**src/design/zpfft_pkg.sv**
```systemverilog
// Shared types, constants and twiddle generation for the zero-padded FFT.
`timescale 1ns / 1ps
package zpfft_pkg;

    localparam int POINTS_DEF      = 128;
    localparam int SAMPLE_BITS_DEF = 16;
    localparam int TW_FRAC_DEF     = 14;

    localparam int RES_W    = 25;
    localparam int SAMPLE_W = 16;
    localparam int CFG_W    = 8;
    localparam int VC_RESET = 128;
    localparam int DRAIN    = 3;

    localparam logic MEM_PING = 1'b0;
    localparam logic MEM_PONG = 1'b1;

    localparam logic [63:0] PI_Q32  = 64'h0000_0003_243F_6A89;
    localparam logic [63:0] ONE_Q32 = 64'h0000_0001_0000_0000;

    typedef struct packed {
        logic load_we;
        logic clear;
        logic fft_issue;
        logic src_sel;
        logic dst_sel;
        logic out_load;
        logic odd_present;
        logic run_last;
    } dp_cmd_t;

    function automatic logic [63:0] mul_q32(input logic [63:0] a, input logic [63:0] b);
        logic [127:0] p;
        p = {64'd0, a} * {64'd0, b};
        return p[95:32];
    endfunction

    function automatic logic [63:0] sin_q32(input logic [63:0] x);
        logic [63:0] t;
        logic [63:0] s;
        t = x;
        s = x;
        t = mul_q32(mul_q32(t, x), x) / 64'd6;   s = s - t;
        t = mul_q32(mul_q32(t, x), x) / 64'd20;  s = s + t;
        t = mul_q32(mul_q32(t, x), x) / 64'd42;  s = s - t;
        t = mul_q32(mul_q32(t, x), x) / 64'd72;  s = s + t;
        t = mul_q32(mul_q32(t, x), x) / 64'd110; s = s - t;
        t = mul_q32(mul_q32(t, x), x) / 64'd156; s = s + t;
        t = mul_q32(mul_q32(t, x), x) / 64'd210; s = s - t;
        return s;
    endfunction

    function automatic logic [63:0] cos_q32(input logic [63:0] x);
        logic [63:0] t;
        logic [63:0] c;
        t = ONE_Q32;
        c = ONE_Q32;
        t = mul_q32(mul_q32(t, x), x) / 64'd2;   c = c - t;
        t = mul_q32(mul_q32(t, x), x) / 64'd12;  c = c + t;
        t = mul_q32(mul_q32(t, x), x) / 64'd30;  c = c - t;
        t = mul_q32(mul_q32(t, x), x) / 64'd56;  c = c + t;
        t = mul_q32(mul_q32(t, x), x) / 64'd90;  c = c - t;
        t = mul_q32(mul_q32(t, x), x) / 64'd132; c = c + t;
        t = mul_q32(mul_q32(t, x), x) / 64'd182; c = c - t;
        return c;
    endfunction

    function automatic logic [63:0] to_twiddle(input logic [63:0] v, input int frac);
        return (v + (64'd1 << (31 - frac))) >> (32 - frac);
    endfunction

    // {re, im} of exp(-2*pi*i*m/2^lg), each a 32-bit two's complement word
    function automatic logic [63:0] twiddle_pair(input int m, input int lg, input int frac);
        logic [63:0] quarter;
        logic [63:0] q;
        logic [63:0] r;
        logic [63:0] x;
        logic [63:0] c;
        logic [63:0] s;
        logic [63:0] ca;
        logic [63:0] sa;
        logic [63:0] cc;
        logic [63:0] ss;
        logic [63:0] wi;
        quarter = 64'd1 << (lg - 2);
        q = (64'(m) >> (lg - 2)) & 64'd3;
        r = 64'(m) & (quarter - 64'd1);
        if ((r << 1) <= quarter) begin
            x = (PI_Q32 * (r << 1) + (64'd1 << (lg - 1))) >> lg;
            c = cos_q32(x);
            s = sin_q32(x);
        end else begin
            x = (PI_Q32 * ((quarter - r) << 1) + (64'd1 << (lg - 1))) >> lg;
            c = sin_q32(x);
            s = cos_q32(x);
        end
        ca = to_twiddle(c, frac);
        sa = to_twiddle(s, frac);
        case (q)
            64'd0: begin cc = ca;  ss = sa;  end
            64'd1: begin cc = -sa; ss = ca;  end
            64'd2: begin cc = -ca; ss = -sa; end
            default: begin cc = sa; ss = -ca; end
        endcase
        wi = -ss;
        return {cc[31:0], wi[31:0]};
    endfunction

endpackage

```
**src/design/zpfft_ctrl.sv**
```systemverilog
// Controller: frame loading, stage sequencing and result readout.
`timescale 1ns / 1ps
module zpfft_ctrl #(
    parameter int POINTS = zpfft_pkg::POINTS_DEF
) (
    input  logic                           aclk,
    input  logic                           aresetn,
    input  logic                           s_tvalid,
    output logic                           s_tready,
    input  logic                           s_tlast,
    output logic                           m_tvalid,
    input  logic                           m_tready,
    input  logic                           cfg_valid,
    input  logic [zpfft_pkg::CFG_W-1:0]    cfg_data,
    output zpfft_pkg::dp_cmd_t             cmd,
    output logic [$clog2(POINTS)-1:0]      rd_a,
    output logic [$clog2(POINTS)-1:0]      rd_b,
    output logic [$clog2(POINTS)-1:0]      tw_idx,
    output logic [$clog2(POINTS)-1:0]      wr_addr,
    output logic [$clog2(POINTS)-1:0]      load_addr
);
    localparam int L   = $clog2(POINTS);
    localparam int AW  = L;
    localparam int STW = $clog2(L);
    localparam int SHW = STW + 1;
    localparam int VW  = (L + 1 > zpfft_pkg::CFG_W) ? L + 1 : zpfft_pkg::CFG_W;
    localparam int CNW = L + 2;
    localparam logic [CNW-1:0] CNT_ISSUE = CNW'(POINTS);
    localparam logic [CNW-1:0] CNT_END   = CNW'(POINTS + zpfft_pkg::DRAIN - 1);
    localparam logic RES_MEM = ((L - 1) % 2 == 0) ? zpfft_pkg::MEM_PONG : zpfft_pkg::MEM_PING;

    typedef enum logic [4:0] {
        ST_LOAD  = 5'b00001,
        ST_FFT   = 5'b00010,
        ST_OREAD = 5'b00100,
        ST_OLOAD = 5'b01000,
        ST_OSEND = 5'b10000
    } state_t;

    state_t                         state_reg, state_next;
    logic [zpfft_pkg::CFG_W-1:0]    vcount_reg;
    logic [L:0]                     sidx_reg, sidx_next;
    logic [STW-1:0]                 stage_reg, stage_next;
    logic [CNW-1:0]                 cnt_reg, cnt_next;
    logic [L-2:0]                   j_reg, j_next;

    logic [L:0]    vc_eff;
    logic [L-1:0]  nres;
    logic          odd_here;
    logic          last_here;
    logic          in_acc;
    logic [AW-1:0] o, n, k, rmask, dmask, fft_a;
    logic [STW-1:0] sh;
    logic [SHW-1:0] sh_a;

    function automatic logic [AW-1:0] bit_rev(input logic [AW-1:0] v);
        logic [AW-1:0] r;
        for (int d = 0; d < AW; d++) begin
            r[d] = v[AW-1-d];
        end
        return r;
    endfunction

    always_comb begin
        logic [L+1:0] vc_inc;
        if (VW'(vcount_reg) > VW'(POINTS)) begin
            vc_eff = (L + 1)'(POINTS);
        end else begin
            vc_eff = (L + 1)'(vcount_reg);
        end
        vc_inc    = {1'b0, vc_eff} + (L + 2)'(1);
        nres      = vc_inc[L:1];
        odd_here  = ({1'b0, j_reg, 1'b1} < vc_eff);
        last_here = (({1'b0, j_reg} + L'(1)) == nres);
    end

    // butterfly addressing for the current stage
    always_comb begin
        o     = cnt_reg[AW-1:0];
        sh    = STW'(L - 1) - stage_reg;
        sh_a  = SHW'(L) - SHW'(stage_reg);
        rmask = (AW'(1) << sh) - AW'(1);
        dmask = (AW'(1) << stage_reg) - AW'(1);
        n     = o >> sh;
        k     = o & rmask;
        fft_a = ((n & dmask) << sh_a) | (k << 1);
    end

    assign s_tready  = (state_reg == ST_LOAD);
    assign m_tvalid  = (state_reg == ST_OSEND);
    assign in_acc    = s_tvalid && s_tready;
    assign load_addr = bit_rev(sidx_reg[AW-1:0]);
    assign wr_addr   = o;
    assign tw_idx    = o & ~rmask;

    always_comb begin
        state_next = state_reg;
        sidx_next  = sidx_reg;
        stage_next = stage_reg;
        cnt_next   = cnt_reg;
        j_next     = j_reg;
        cmd        = '0;
        rd_a       = fft_a;
        rd_b       = fft_a | AW'(1);
        unique case (state_reg)
            ST_LOAD: begin
                if (in_acc) begin
                    cmd.load_we = (sidx_reg < vc_eff);
                    if (sidx_reg < (L + 1)'(POINTS)) begin
                        sidx_next = sidx_reg + (L + 1)'(1);
                    end
                    if (s_tlast) begin
                        sidx_next = '0;
                        if (vc_eff == '0) begin
                            cmd.clear = 1'b1;
                        end else begin
                            state_next = ST_FFT;
                            stage_next = '0;
                            cnt_next   = '0;
                        end
                    end
                end
            end
            ST_FFT: begin
                cmd.fft_issue = (cnt_reg < CNT_ISSUE);
                cmd.src_sel   = stage_reg[0] ? zpfft_pkg::MEM_PONG : zpfft_pkg::MEM_PING;
                cmd.dst_sel   = ~cmd.src_sel;
                if (cnt_reg == CNT_END) begin
                    cnt_next = '0;
                    if (stage_reg == STW'(L - 1)) begin
                        state_next = ST_OREAD;
                        j_next     = '0;
                    end else begin
                        stage_next = stage_reg + STW'(1);
                    end
                end else begin
                    cnt_next = cnt_reg + CNW'(1);
                end
            end
            ST_OREAD: begin
                rd_a        = {j_reg, 1'b0};
                rd_b        = {j_reg, 1'b1};
                cmd.src_sel = RES_MEM;
                state_next  = ST_OLOAD;
            end
            ST_OLOAD: begin
                cmd.out_load    = 1'b1;
                cmd.odd_present = odd_here;
                cmd.run_last    = last_here;
                state_next      = ST_OSEND;
            end
            ST_OSEND: begin
                if (m_tready) begin
                    if (last_here) begin
                        cmd.clear  = 1'b1;
                        state_next = ST_LOAD;
                    end else begin
                        j_next     = j_reg + (L - 1)'(1);
                        state_next = ST_OREAD;
                    end
                end
            end
            default: state_next = ST_LOAD;
        endcase
    end

    always_ff @(posedge aclk) begin
        if (!aresetn) begin
            state_reg  <= ST_LOAD;
            vcount_reg <= zpfft_pkg::CFG_W'(zpfft_pkg::VC_RESET);
            sidx_reg   <= '0;
            stage_reg  <= '0;
            cnt_reg    <= '0;
            j_reg      <= '0;
        end else begin
            state_reg <= state_next;
            sidx_reg  <= sidx_next;
            stage_reg <= stage_next;
            cnt_reg   <= cnt_next;
            j_reg     <= j_next;
            if (cfg_valid) begin
                vcount_reg <= cfg_data;
            end
        end
    end

endmodule

```
**config.mk**
```make
export PLATFORM = sky130hd
export DESIGN_NAME = zpfft_ctrl
export DESIGN_NICKNAME = d
export VERILOG_FILES = /design/src/design/zpfft_pkg.sv /design/src/design/zpfft_ctrl.sv
export SDC_FILE = /design/constraint.sdc
export NUM_CORES = 1
export LEC_CHECK = 0
export BUFFER_PORTS_ARGS = -buffer_cell sky130_fd_sc_hd__buf_2
export CAP_MARGIN = 20
export CORE_MARGIN = 2
export CORE_UTILIZATION = 58
export DETAILED_ROUTE_END_ITERATION = 10
export PLACE_DENSITY = 0.82
export SYNTH_ARGS = -nofsm -noshare
export SYNTH_HDL_FRONTEND = slang
export SYNTH_SLANG_ARGS = --single-unit
```
**constraint.sdc**
```tcl
create_clock -name aclk -period 3.7 [get_ports aclk]
set_clock_uncertainty 0.2 [all_clocks]
set_input_delay 0.37 -clock aclk [delete_from_list [all_inputs] [get_ports aclk]]
set_output_delay 0.37 -clock aclk [all_outputs]
set_load 0.01 [all_outputs]
```
==> flow_summary.yaml, run 1 <==
clocking:
  clk_latency_ns: 0.30
  clk_path_buf_depth: 2
  clk_pin_slew_worst_paths_ns: 0.08
  cts_root_buf: "clkbuf_8"
  cts_post_setup_buffers_inserted: 0
  post_cts_hold_buffer_count: 0
  ctsHtreeMaxLevel: 2
  number_of_clock_sinks_seen_by_cts: 39
  tritoncts_clock_tree: "done"
  cts_made_buffers: 5
setup_path:
  rr_startpoint: "vcount_reg[7]"
  reg2reg_slack_ns: 0.58
  setup.worst_path.start: "j_reg[0]"
  worst_path_class_setup: "flop to primary output"
  cp.buffers_inverters: 1
  crit_path_cell_trace: "ha_2 > nand4_1 > and2_4 > o311a_1 > o41a_1 > and4bb_2 > a32o_1 > buf_2"
  critPathSlowestCell: "o41a_1"
  worst_ep_required_time_ns: 3.13
  setup.worst_path.start_class: "flop"
  crit_path_capture_type: "primary output"
  critPathMaxFanout: 9
  critical-path-max-stage-delay_ns: 0.45
  path_delay_family: "compound AO/OA/AOI/OAI gates"
  crit_arrival_ns: 2.95
sta:
  grt_setup_unrepaired: "false"
  finalSetupViolations: 0
  final.setup.tns_ns: 0
  worst_pin_slew_ns: 0.646
  max_freq_ghz: 0.284
  final_period_minus_worst_setup_slack_ns: 3.52
  finalCritPeriodShare_pct: 95.0
  slew-limit-headroom_pct: 56.7
  finalHoldViolCount: 0
  drv_slew: 0
layout:
  multi_input_comb_area_sq_um: 2420
  layout_commonest_cell: "buf_2"
  final_nets: 531
  antenna_diode_count: 0
  sequential_cell_area_sq_um: 785
  final_layout_size_suffix_gt1_share_pct: 19.9
  layout.cells.most_common_list: "buf_2 (57), nand2_1 (45), nor2_1 (43), dfxtp_1 (36), a21oi_1 (30)"
  area_growth_syn_to_layout_pct: 7.45
  fillers: 534
  fin_util_pct: 64.3
  layout.cell_area.non_filler_sq_um: 3810
  largest_register_ff_count: 9
die:
  die_height_um: 82.2
  die-width_um: 82.2
  design.core.area_sq_um: 5920
  rows: 28
  pin_count: 59
  start_util_pct: 59.8
  die_area_sq_um: 6750
run:
  max_cap_violations: 0
min_path:
  hold_class: "input pin to flop"
  min_from: "cfg_data[7]"
pwr:
  pwr_density_cell_nw_per_um2: 234
  total_leakage_power_nw: 1.64
  worst_ir_drop_vdd_uv: 208
yosys:
  yosysWarnings: 0
  synth-edff-count: 0
  synth_flop_cell: "dfxtp_1"
  synthesis.instances: 465
  synth_cell_type_count: 66
  synth.top_cells.by_area: "dfxtp_1 (22%), ha_1 (9.2%), xnor2_1 (5.2%), nand2_1 (4.8%), buf_4 (4.7%)"
  post-synth-top-area-fraction_pct: 22.0
  yosys_register_bits: 39
  netlist.top_cell.by_area: "dfxtp_1"
  synth-seq-area-share_pct: 22.0
  mappedNetlistNets: 505
  async_flop_share_pct: 0
  mappedNetlistArea_sq_um: 3540
  synth.avg_cell_area_sq_um: 7.62
routing:
  routed_via_density: 6.00
  num_vias: 3403
  drt-wirelength-per-cell_um: 15.7
  antenna_violating_nets_post_route: 0
  drt-initial-drc-count: 197
  post-route-drc-count: 0
  firstDrtPassIters: 6
  postRouteWirelength_mm: 8.91
grt:
  number_of_global_route_vias_before_repair: 2977
  pin_count_of_the_biggest_net_entering_global_routing: 30
  gr-usage-all-layers_pct: 26.8
  gr-total-overflow: 0
  number_of_antenna_violations_at_the_first_check_in_global_routing: 0
  grt_pass1_wl_mm: 14.2
placement:
  gp_routability_congestion: 1.02
  place.port_buffers: 57
  detailed_place_hpwl_mm: 6.67
  placed_area_sq_um: 3710
run_status:
  run_status: "complete, no violations"
report_power, final:
group	internal [mW]	switching, mW
clock network	0.129	0.157
registers	0.431	0.0228
logic	0.0618	0.0909
total	0.622	0.271
tightest hold or removal path: cells and delay by family:
family          cells  cell delay (ns)
compound gates      1             0.07
simple gates        1             0.04
buf+inv             1             0.08
metal layers:
layer  up-vias  GRT usage [%]  wire, um
met5         -              0         0
met4         0           8.00       181
met3        19           3.80       474
met2       117           46.6      4350
met1      1584           34.4      3900
li1       1683              -         -
cell type report:
| type | instances | area share (%) |
|---|---|---|
| multi-input combinational | 359 | 63.6 |
| sequential | 39 | 20.6 |
| timing repair buffer | 65 | 9.07 |
| tap | 75 | 2.47 |
| inverter | 21 | 2.07 |
| clock buffer | 5 | 1.81 |
| clock inverter | 3 | 0.394 |
cells by family (layout without fill, tap and decap cells):
group | count (synthesis) | in the layout | synth area share (%)
and+or+nand+nor | 184 | 184 | 26.5
AOI/OAI and AO/OA | 101 | 101 | 20.0
buffers and inverters | 67 | 94 | 9.96
DFF | 39 | 39 | 22.0
xor gates and xnor gates | 33 | 33 | 8.16
adders and majority gates | 26 | 26 | 9.18
muxes | 14 | 14 | 4.03
other | 1 | 1 | 0.106
worst paths after layout:
check | endpoint | cells after the start
min reg2reg | sidx_reg[7] | 2
max reg2reg | j_reg[3] | 11
max | cmd[6] | 8
min | vcount_reg[7] | 3
timing repair:
item | in CTS | in global routing
setup endpoints to repair | 3 | 14
pin swaps | 0 | 0
gates resized for setup | 2 | 7
hold endpoints to repair | 0 | 0
synthesized netlist by cell type, types with 11 or more instances:
cell      number
a21oi_1       30
buf_4         22
clkbuf_1      19
dfxtp_1       39
ha_1          26
inv_1         19
mux2i_1       12
nand2_1       45
nand3_1       21
nand4_1       11
nor2_1        43
nor2b_1       14
nor3_1        11
o21ai_0       15
xnor2_1       21
xor2_1        12
per-stage QoR:
| step | worst slack [ns] | total power, mW | cells | hold slack (ns) |
|---|---|---|---|---|
| detailed placement | 0.287 | 0.613 | 559 | 0.320 |
| global placement | 0.442 | 0.610 | 559 | 0.303 |
| floorplan | 0.331 | 0.573 | 465 | 0.280 |
| global route | 0.0303 | 0.932 | 567 | 0.107 |
| CTS | 0.0328 | 0.896 | 567 | 0.0925 |
| finish | 0.185 | 0.892 | 567 | 0.0887 |
Note: power is estimated with default switching activity, not from simulation.
==> run 2, diff against run 1 <==
CORE_UTILIZATION = 64   (was 58)
CTS_BUF_LIST = sky130_fd_sc_hd__clkbuf_8   (was unset)
PLACE_DENSITY = 0.89   (was 0.82)
clock period = 4.2 ns   (was 3.7 ns; I/O delays follow)
==> flow_summary.yaml, run 2 (synthesis gave the netlist of run 1 again) <==
run_status:
  run_status: "complete, no violations"
run:
  max_cap_violations: 0
min_path:
  worst_hold_path.num_cells: 3
  hold_class: "input pin to flop"
  worstHoldEndpoint: "vcount_reg[7]"
  min_from: "cfg_data[7]"
die:
  start_util_pct: 65.1
  design.core.area_sq_um: 5440
  die-width_um: 78.4
  rows: 27
  die_height_um: 78.4
  pin_count: 59
  die_area_sq_um: 6150
sta:
  finalSetupViolations: 0
  slew-limit-headroom_pct: 22.7
  final.setup.tns_ns: 0
  worst_pin_slew_ns: 1.14
  grt_setup_unrepaired: "false"
  max_freq_ghz: 0.251
  finalCritPeriodShare_pct: 94.8
  drv_slew: 0
  finalHoldViolCount: 0
  final_period_minus_worst_setup_slack_ns: 3.98
setup_path:
  r2r_cells: 10
  critPathMaxFanout: 16
  setup.worst_path.start_class: "flop"
  reg2reg_slack_ns: 0.71
  crit_path_capture_type: "primary output"
  crit_arrival_ns: 3.36
  worst_path_class_setup: "flop to primary output"
  rr_startpoint: "vcount_reg[7]"
  worst_ep_required_time_ns: 3.58
  reg2reg_to: "j_reg[1]"
routing:
  num_vias: 3522
  postRouteWirelength_mm: 9.21
  firstDrtPassIters: 5
  drt-wirelength-per-cell_um: 16.4
  routed_via_density: 6.28
  antenna_violating_nets_post_route: 0
  post-route-drc-count: 0
  drt-initial-drc-count: 240
clocking:
  clk_latency_ns: 0.30
  post_cts_hold_buffer_count: 0
  clk_pin_slew_worst_paths_ns: 0.08
  tritoncts_clock_tree: "done"
  cts_post_setup_buffers_inserted: 0
  cts_root_buf: "clkbuf_8"
  ctsHtreeMaxLevel: 2
  number_of_clock_sinks_seen_by_cts: 39
  ctsResizeCount: 0
  clk_path_buf_depth: 2
  cts_made_buffers: 5
pwr:
  worst_ir_drop_vdd_uv: 185
  pwr_density_cell_nw_per_um2: 238
  total_leakage_power_nw: 1.65
  post-layout-total-power_mw: 0.908
grt:
  number_of_global_route_vias_before_repair: 3129
  gr-total-overflow: 0
  number_of_antenna_violations_at_the_first_check_in_global_routing: 0
  gr-usage-all-layers_pct: 29.8
  grt_pass1_wl_mm: 14.8
  pin_count_of_the_biggest_net_entering_global_routing: 30
layout:
  layout.cell_area.non_filler_sq_um: 3810
  area_growth_syn_to_layout_pct: 7.67
  layout_commonest_cell: "buf_2"
  final_layout_size_suffix_gt1_share_pct: 17.8
  layout.cells.most_common_list: "buf_2 (57), nand2_1 (45), nor2_1 (43), dfxtp_1 (39), a21oi_1 (30)"
  final_nets: 528
  fillers: 440
  instances_no_fill: 561
  antenna_diode_count: 0
  largest_register_ff_count: 9
placement:
  gp_routability_congestion: 1.01
  placed_area_sq_um: 3680
  place.port_buffers: 57
  place.detailed.instances: 553
  detailed_place_hpwl_mm: 6.88
run 2: changes by cell type in the layout (fill, tap and decap cells not counted), moves of 2 or more:
cell	previous run	this run
buf_4	8	5
clkinv_2	3	0
dfxtp_1	36	39
dfxtp_2	3	0
bufinv_16	0	2
ha_1	24	26
ha_2	2	0
run 2: report_power, final:
| part | switching, mW | internal [mW] | leakage (nW) |
|---|---|---|---|
| clock | 0.138 | 0.235 | 0.0695 |
| sequential | 0.0212 | 0.380 | 0.316 |
| combinational | 0.0807 | 0.0534 | 1.27 |
run 2: worst max-delay path by stage:
stage / depth (start not counted) / slack, ns / endpoint / startpoint
2_1_floorplan: 11 / 0.78 / rd_b[5] / stage_reg[1]
3_3_place_gp: 10 / 0.71 / rd_a[5] / stage_reg[0]
3_5_place_dp: 10 / 0.68 / rd_b[5] / stage_reg[0]
4_1_cts: 10 / 0.35 / rd_b[5] / stage_reg[0]
5_1_grt: 10 / 0.03 / rd_b[5] / stage_reg[0]
6_report: 10 / 0.22 / rd_b[5] / stage_reg[0]
run 2: cell type report:
class / instances / area [sq um] / share of cell area [%]
Multi-Input combinational cell: 359 / 2410 / 63.2
Sequential cell: 39 / 781 / 20.5
Timing Repair Buffer: 62 / 323 / 8.46
Tap cell: 72 / 90.1 / 2.36
Inverter: 21 / 78.8 / 2.07
Clock buffer: 5 / 68.8 / 1.80
Clock inverter: 3 / 63.8 / 1.67
run 2: worst max-delay path, cell delays in order, from the launching register on:
cell	delay [ns]
dfxtp_1	0.65
inv_1	0.24
ha_1	0.36
nor3_1	0.45
a211oi_1	0.08
a2111oi_0	0.54
nand2_1	0.10
o311ai_0	0.13
o211ai_1	0.14
a31oi_1	0.21
buf_2	0.16
run 2: per-layer routing:
layer	track usage, %	up-vias	share of wire [%]
li1	-	1671	-
met1	39.0	1628	42
met2	50.8	195	48
met3	3.45	28	7.3
met4	10.9	0	2.7
met5	0	-	0
run 2: metrics by stage:
step / utilization (%) / setup slack (ns) / hold WS [ns]
2_1_floorplan: - / 0.781 / 0.280
3_3_place_gp: 67.7 / 0.710 / 0.308
3_5_place_dp: 67.7 / 0.680 / 0.313
4_1_cts: 70.1 / 0.351 / 0.132
5_1_grt: 70.1 / 0.0284 / 0.167
6_report: 70.1 / 0.219 / 0.135
